**src/design/bpcr_pkg.sv**
```systemverilog
// Shared types and constants for the clock replacement buffer pool.
// No dependencies; imported by every module of the block.
package bpcr_pkg;

  localparam int FILE_W   = 8;
  localparam int BLOCK_W  = 22;
  localparam int BYTES_W  = 17;
  localparam int OFFSET_W = 32;
  localparam int SLOT_W   = 6;

  localparam logic [BYTES_W-1:0] BLOCK_BYTES_RESET = BYTES_W'(4096);

  typedef struct packed {
    logic               pin;
    logic [BLOCK_W-1:0] block;
    logic [FILE_W-1:0]  file;
  } req_t;

  typedef struct packed {
    logic               valid;
    logic               recent;
    logic               pinned;
    logic [FILE_W-1:0]  file;
    logic [BLOCK_W-1:0] block;
  } entry_t;

  typedef struct packed {
    logic [BLOCK_W-1:0] ev_block;
    logic [FILE_W-1:0]  ev_file;
    logic               ev_valid;
    logic               no_victim;
    logic               hit;
    logic [SLOT_W-1:0]  slot;
  } res_t;

endpackage

```
**src/design/bpcr_offset_mul.sv**
```systemverilog
// Registered byte offset: block index times block size, low 32 bits.
// Depends on bpcr_pkg.
module bpcr_offset_mul (
  input  logic                             clk,
  input  logic [bpcr_pkg::BLOCK_W-1:0]     blk,
  input  logic [bpcr_pkg::BYTES_W-1:0]     bytes,
  output logic [bpcr_pkg::OFFSET_W-1:0]    offset
);
  import bpcr_pkg::*;

  localparam int PROD_W = BLOCK_W + BYTES_W;

  logic [PROD_W-1:0] prod;

  assign prod = PROD_W'(blk) * PROD_W'(bytes);

  always_ff @(posedge clk) begin
    offset <= prod[OFFSET_W-1:0];
  end

endmodule

```
**src/design/bpcr_ctrl.sv**
```systemverilog
// Slot table sequencer: clearing pass, serial tag lookup, clock sweep.
// Holds the slot memory; one entry is read and compared per step. Depends on bpcr_pkg.
module bpcr_ctrl #(
  parameter int SLOTS = 64
) (
  input  logic                          clk,
  input  logic                          rst,
  input  logic                          in_valid,
  output logic                          in_ready,
  input  bpcr_pkg::req_t                in_req,
  output logic [bpcr_pkg::BLOCK_W-1:0]  req_block,
  output logic                          res_valid,
  input  logic                          res_ready,
  output bpcr_pkg::res_t                res
);
  import bpcr_pkg::*;

  localparam int SW = (SLOTS > 1) ? $clog2(SLOTS) : 1;
  localparam int CW = $clog2(2 * SLOTS);

  localparam logic [2:0] CLR  = 3'd0;
  localparam logic [2:0] IDLE = 3'd1;
  localparam logic [2:0] LRD  = 3'd2;
  localparam logic [2:0] LCMP = 3'd3;
  localparam logic [2:0] SRD  = 3'd4;
  localparam logic [2:0] SEVL = 3'd5;
  localparam logic [2:0] RES  = 3'd6;

  entry_t mem [SLOTS];
  entry_t rd_e;
  entry_t wdata;
  logic   we;
  logic [SW-1:0] waddr;
  logic [SW-1:0] raddr;

  logic [2:0]    state;
  logic [SW-1:0] idx;
  logic [SW-1:0] h;
  logic [SW-1:0] h_next;
  logic [SW-1:0] hand;
  logic [CW-1:0] steps;
  req_t          req;
  logic          tag_match;
  logic          take;

  assign raddr     = (state == SRD) ? h : idx;
  assign h_next    = (h == SW'(SLOTS - 1)) ? '0 : h + SW'(1);
  assign tag_match = rd_e.valid && (rd_e.file == req.file) && (rd_e.block == req.block);
  assign take      = !rd_e.valid || (!rd_e.recent && !rd_e.pinned);
  assign in_ready  = (state == IDLE);
  assign res_valid = (state == RES);
  assign req_block = req.block;

  always_comb begin
    we    = 1'b0;
    waddr = idx;
    wdata = rd_e;
    case (state)
      CLR: begin
        we    = 1'b1;
        wdata = '0;
      end
      LCMP: begin
        we           = tag_match;
        wdata.pinned = req.pin;
      end
      SEVL: begin
        waddr = h;
        if (take) begin
          we    = 1'b1;
          wdata = '{valid: 1'b1, recent: 1'b1, pinned: req.pin,
                    file: req.file, block: req.block};
        end else if (rd_e.recent) begin
          we           = 1'b1;
          wdata.recent = 1'b0;
        end
      end
      default: ;
    endcase
  end

  always_ff @(posedge clk) begin
    if (we) begin
      mem[waddr] <= wdata;
    end
    rd_e <= mem[raddr];
  end

  always_ff @(posedge clk) begin
    if (rst) begin
      state <= CLR;
      idx   <= '0;
      hand  <= '0;
    end else begin
      case (state)
        CLR: begin
          idx <= (idx == SW'(SLOTS - 1)) ? '0 : idx + SW'(1);
          if (idx == SW'(SLOTS - 1)) state <= IDLE;
        end
        IDLE: begin
          if (in_valid) begin
            req   <= in_req;
            idx   <= '0;
            state <= LRD;
          end
        end
        LRD: state <= LCMP;
        LCMP: begin
          if (tag_match) begin
            res   <= '{ev_block: '0, ev_file: '0, ev_valid: 1'b0, no_victim: 1'b0,
                       hit: 1'b1, slot: SLOT_W'(idx)};
            state <= RES;
          end else if (idx == SW'(SLOTS - 1)) begin
            h     <= hand;
            steps <= '0;
            state <= SRD;
          end else begin
            idx   <= idx + SW'(1);
            state <= LRD;
          end
        end
        SRD: state <= SEVL;
        SEVL: begin
          if (take) begin
            res   <= '{ev_block: rd_e.valid ? rd_e.block : '0,
                       ev_file: rd_e.valid ? rd_e.file : '0,
                       ev_valid: rd_e.valid, no_victim: 1'b0,
                       hit: 1'b0, slot: SLOT_W'(h)};
            hand  <= h_next;
            state <= RES;
          end else if (steps == CW'(2 * SLOTS - 1)) begin
            res   <= '{ev_block: '0, ev_file: '0, ev_valid: 1'b0, no_victim: 1'b1,
                       hit: 1'b0, slot: '0};
            state <= RES;
          end else begin
            h     <= h_next;
            steps <= steps + CW'(1);
            state <= SRD;
          end
        end
        RES: begin
          if (res_ready) state <= IDLE;
        end
        default: state <= CLR;
      endcase
    end
  end

  a_res_exclusive: assert property (@(posedge clk) disable iff (rst)
    res_valid |-> !(res.hit && res.no_victim) && !(res.hit && res.ev_valid)
                  && !(res.no_victim && res.ev_valid))
    else $error("conflicting result flags");

  a_cmp_after_read: assert property (@(posedge clk) disable iff (rst)
    (state == LCMP) |-> ($past(state) == LRD))
    else $error("compare without a preceding read");

  a_accept_starts_lookup: assert property (@(posedge clk) disable iff (rst)
    (in_valid && in_ready) |=> (state == LRD) && (idx == '0))
    else $error("accepted item did not start lookup at slot zero");

  a_sweep_from_read: assert property (@(posedge clk) disable iff (rst)
    (state == SEVL) |-> ($past(state) == SRD))
    else $error("sweep evaluation without a preceding read");

endmodule

```
**src/design/buffer_pool_clock_replacement.sv**
```systemverilog
// Top level of the clock (second chance) replacement buffer pool.
// Depends on bpcr_pkg, bpcr_ctrl and bpcr_offset_mul.
//
// Usage:
//   Requests enter on s_tvalid/s_tready/s_tdata, one item per request, and one
//   result item leaves on m_tvalid/m_tready/m_tdata for each. block_bytes is
//   written through cfg_wr_en/cfg_wr_data; the user must write it only while
//   the block is idle, since the block itself does not enforce this.
//   After reset the slot memory is cleared one entry per cycle with s_tready
//   low; cfg writes are taken throughout. Each step of the lookup and of the
//   clock sweep is one memory read and one compare. A hit stops the lookup,
//   which reads slots upward from slot zero. A miss scans all SLOTS entries,
//   then sweeps from the hand until it finds a victim, or gives no_victim
//   when every slot is pinned. One item is worked on at a time; the next can
//   be accepted in the cycle after the current result reaches the output
//   register. If m_tready stays low, that register holds its item and the
//   sequencer waits with the next result.
module buffer_pool_clock_replacement #(
  parameter int SLOTS = 64
) (
  input  logic        clk,
  input  logic        rst,
  input  logic        cfg_wr_en,
  input  logic [16:0] cfg_wr_data,
  input  logic        s_tvalid,
  output logic        s_tready,
  input  logic [31:0] s_tdata,   // file_id[7:0], block_index[29:8], pin_request[30]
  output logic        m_tvalid,
  input  logic        m_tready,
  output logic [71:0] m_tdata    // slot[5:0], hit[6], no_victim[7], evicted_valid[8],
                                 // evicted_file[16:9], evicted_block[38:17],
                                 // load_offset[70:39]
);
  import bpcr_pkg::*;

  logic [BYTES_W-1:0]  block_bytes;
  logic [BLOCK_W-1:0]  req_block;
  logic [OFFSET_W-1:0] offset;
  req_t                in_req;
  res_t                res;
  logic                res_valid;
  logic                res_ready;

  assign in_req.file  = s_tdata[FILE_W-1:0];
  assign in_req.block = s_tdata[FILE_W+BLOCK_W-1:FILE_W];
  assign in_req.pin   = s_tdata[FILE_W+BLOCK_W];
  assign res_ready    = !m_tvalid || m_tready;

  always_ff @(posedge clk) begin
    if (rst) begin
      block_bytes <= BLOCK_BYTES_RESET;
    end else if (cfg_wr_en) begin
      block_bytes <= cfg_wr_data;
    end
  end

  bpcr_ctrl #(
    .SLOTS (SLOTS)
  ) u_ctrl (
    .clk       (clk),
    .rst       (rst),
    .in_valid  (s_tvalid),
    .in_ready  (s_tready),
    .in_req    (in_req),
    .req_block (req_block),
    .res_valid (res_valid),
    .res_ready (res_ready),
    .res       (res)
  );

  bpcr_offset_mul u_mul (
    .clk    (clk),
    .blk    (req_block),
    .bytes  (block_bytes),
    .offset (offset)
  );

  always_ff @(posedge clk) begin
    if (rst) begin
      m_tvalid <= 1'b0;
    end else if (res_ready) begin
      m_tvalid <= res_valid;
    end
  end

  always_ff @(posedge clk) begin
    if (res_valid && res_ready) begin
      m_tdata <= {1'b0, offset, res.ev_block, res.ev_file, res.ev_valid,
                  res.no_victim, res.hit, res.slot};
    end
  end

endmodule
```
**config.mk**
```make
export PLATFORM = sky130hd
export DESIGN_NAME = buffer_pool_clock_replacement
export DESIGN_NICKNAME = d
export VERILOG_FILES = /design/src/design/bpcr_pkg.sv /design/src/design/bpcr_offset_mul.sv /design/src/design/bpcr_ctrl.sv /design/src/design/buffer_pool_clock_replacement.sv
export SDC_FILE = /design/constraint.sdc
export NUM_CORES = 2
export LEC_CHECK = 0
export ABC_AREA = 1
export BUFFER_PORTS_ARGS = -buffer_cell sky130_fd_sc_hd__clkbuf_2
export CORE_MARGIN = 3
export CORE_UTILIZATION = 25
export CTS_CLUSTER_DIAMETER = 60
export DETAILED_ROUTE_END_ITERATION = 7
export PLACE_DENSITY_LB_ADDON = 0.3
export REMOVE_ABC_BUFFERS = 1
export SLEW_MARGIN = 10
export SYNTH_ARGS = -nofsm -noshare
export SYNTH_HDL_FRONTEND = slang
export SYNTH_SLANG_ARGS = --single-unit
```
**constraint.sdc**
```tcl
create_clock -name clk -period 6.5 [get_ports clk]
set_input_delay 1.3 -clock clk [delete_from_list [all_inputs] [get_ports clk]]
set_output_delay 1.3 -clock clk [all_outputs]
set_load 0.05 [all_outputs]
```
==> reports/metrics.yaml <==
run_status: "completed"
drv_cap: 0
vias_per_cell: 4.333
slowest_delay_ps: 890
place_hpwl_mm: 196.7
syn_inst: 11210
path_cells: "nand2_1 > fa_1 > fa_1 > fa_1 > inv_1 > fa_1 > fa_1 > inv_1 > fa_1 > inv_1 > ha_1 > nand2_1 > inv_1 > nand3_1 > nor3_1 > nand4_1 > nand3_1 > nand3_1 > nand2_1 > xor2_1"
antenna_found_initial: 12
nets: 11750
avgSynthCellArea_sq_um: 10.03
critPathTopFamily: "adder cells"
coreArea_sq_mm: 0.4466
clockBufferDepth: 4
postCtsSetupBuffers: 0
cp_slowest_cell: "edfxtp_1"
area.growth.synth_to_final_pct: 15.84
yosysWarnings: 0
clock_skew_ps: 60.69
hold_depth: 0
dieArea_sq_mm: 0.4579
hold_class: "register to register"
period_needed_ps: 6030
path_max_fanout: 16
vias: 75720
grt_max_degree: 191
ys_types: 41
power_mw: 38.01
worst_pin_slew_ps: 1175
gp_congestion: 0.8160
track_usage: 0.1452
crit_path_end_kind: "register"
cts_root_buf: "clkbuf_16"
stdcell_count: 17480
ys_seq_area_frac: 0.6226
fin_crit_sh: 0.9277
drtPass1Iterations: 8
htree_levels: 5
num_io_pins: 128
routed_wl_mm: 342.0
drive_gt1_frac: 0.07930
fin_util: 0.2916
synth_top_area_cell: "edfxtp_1"
rows: 245
arrival_ps: 6840
fmax_mhz: 165.8
relSlewSlack: 0.2166
grt_overflow: 0
ys_ff_latch: 2364
start_util: 0.2518
slew_viol_final: 0
wl_per_cell_um: 19.57
ys_top_cells_by_area: "edfxtp_1 61%, nand3_1 10%, inv_1 8.7%"
worstPathRequired_ps: 7310
synthArstFlopShare: 0
insertion_delay_ps: 910
yosys-top-cells-count: "2592 x inv_1, 2581 x nand2_1, 2266 x edfxtp_1"
p_leak_nw: 55.86
powerDensity_mw_per_mm2: 291.8
r2r_start: "u_ctrl.req_block[12]$_DFFE_PP_"
die_w_um: 676.7
synth_flop_cell: "edfxtp_1"
placed_cells: 16970
crit_type: "register to register"
cts_tree: "yes"
rsz0062_at_grt: "false"
syn_area_sq_mm: 0.1125
r2r_setup_slack_ps: 470
io_buffers: 125
cts_buffers: 281
clkSinkCount: 2364
ir_worst_vdd_v: 0.0002398
synth_most_common_cell: "inv_1"
dieHeight_um: 676.7
clk_pin_slew_ps: 60
regToRegEndpoint: "u_mul.offset[24]$_DFF_P_"
synth_top_area_share: 0.6051
crit_path_start_kind: "register"
cts_hold_buf: 0
postRouteAntennaNets: 0
cp_num_buf_inv: 4
hold_viol: 0
synth_edf_count: 2266
drtIter0Drc: 6323
min_to: "m_tdata[46]$_DFFE_PP_"
grt_pass1_vias: 72480
setup_viol: 0
crit_top_cell: "fa_1"
r2r_cells: 20
cts_resized: 0
drc: 0
hold_start: "u_mul.offset[7]$_DFF_P_"
grt_pass1_wl_mm: 500.7
[registers in the layout, summed over array words and instances (netlist names)]
register and flops:
u_ctrl.req 9, u_ctrl.rd_e 33, u_ctrl.idx 6, u_ctrl.res 39, u_mul.offset 32, m_tdata 71
u_ctrl.hand 6, m_tvalid 1, u_ctrl.mem 2112, u_ctrl.state 3, block_bytes 17, u_ctrl.h 6
u_ctrl.req_block 22, u_ctrl.steps 7
[final cells by class]
type,count,area [sq um]
antenna,10,25.02
clock buffer,376,7672
clock inverter,119,933.4
fill,46130,316400
inverter,2598,9766
multi-input combinational,5673,31180
sequential,2364,70010
tap,5928,7417
timing repair buffer,409,3258
[worst register-to-register path: cells and delay by family (launching register included)]
family / cells / cell delay (ps)
adders and majority gates: 7 / 3390
and+or+nand+nor: 8 / 1300
DFF: 1 / 890
buffers and inverters: 4 / 240
xor gates and xnor gates: 1 / 140
[stage by stage]
stage / hold slack, ps / cell area, sq um / setup TNS, ps / setup WS [ps]
floorplan: 385.5 / 109900 / -487570 / -14830
detailed placement: 388.7 / 121600 / 0 / 364.2
finish: 401.9 / 130300 / 0 / 469.7
global route: 409.8 / 130200 / 0 / 38.09
CTS: 402.6 / 130200 / 0 / 355.0
global placement: 390.8 / 121600 / 0 / 495.9
[metal layers]
metal  GRT usage  vias up  routed length (um)
met1      0.1985    37180              153400
met2      0.2414     2073              160600
met5           0        -                   0
met3     0.02115      479               19710
met4     0.03592        0                8305
li1            -    35990                   -
[cells in the final DEF (no fill, tap or decap), types with 10 or more instances in the layout]
| cell | n |
|---|---|
| clkinv_1 | 49 |
| edfxtp_1 | 2266 |
| clkbuf_1 | 79 |
| clkbuf_2 | 125 |
| xnor2_1 | 17 |
| clkbuf_16 | 292 |
| dfxtp_1 | 98 |
| inv_1 | 2590 |
| nor2_1 | 131 |
| o22ai_4 | 23 |
| clkinv_2 | 32 |
| nor2_4 | 68 |
| xor2_1 | 31 |
| o21ai_0 | 71 |
| nand3_1 | 2252 |
| fa_1 | 280 |
| nand4_1 | 14 |
| a21oi_1 | 51 |
| o21ai_4 | 14 |
| ha_1 | 84 |
| diode_2 | 10 |
| buf_4 | 244 |
| nand2_1 | 2576 |
| buf_12 | 40 |
[where the power goes]
group / leakage, nW / internal, mW / total [mW] / switching, mW
clock: 4.18 / 8.66 / 15.0 / 6.35
sequential: 22.1 / 16.8 / 16.9 / 0.133
combinational: 29.5 / 1.99 / 6.12 / 4.13
[worst max-delay path by stage]
stage,startpoint,end,slack [ps],cells after the start
floorplan,u_ctrl.state[0]$_SDFFE_PP0P_,u_ctrl.rd_e[31]$_DFF_P_,-14830,10
global placement,u_ctrl.req_block[12]$_DFFE_PP_,u_mul.offset[24]$_DFF_P_,500,20
detailed placement,u_ctrl.req_block[12]$_DFFE_PP_,u_mul.offset[24]$_DFF_P_,360,18
CTS,u_ctrl.req_block[12]$_DFFE_PP_,u_mul.offset[24]$_DFF_P_,350,18
global route,u_ctrl.req_block[12]$_DFFE_PP_,u_mul.offset[24]$_DFF_P_,40,20
finish,u_ctrl.req_block[12]$_DFFE_PP_,u_mul.offset[24]$_DFF_P_,470,20
[cell families after synthesis]
kind of cell,Yosys count,share of synthesized area
other cells,1,0.00003335
simple gates,5079,0.1961
fa+ha+maj,364,0.05919
compound gates,181,0.008823
xor+xnor,48,0.003738
buf+inv,3175,0.1095
flops,2364,0.6226
No activity file was read; power rests on OpenSTA's default activity.
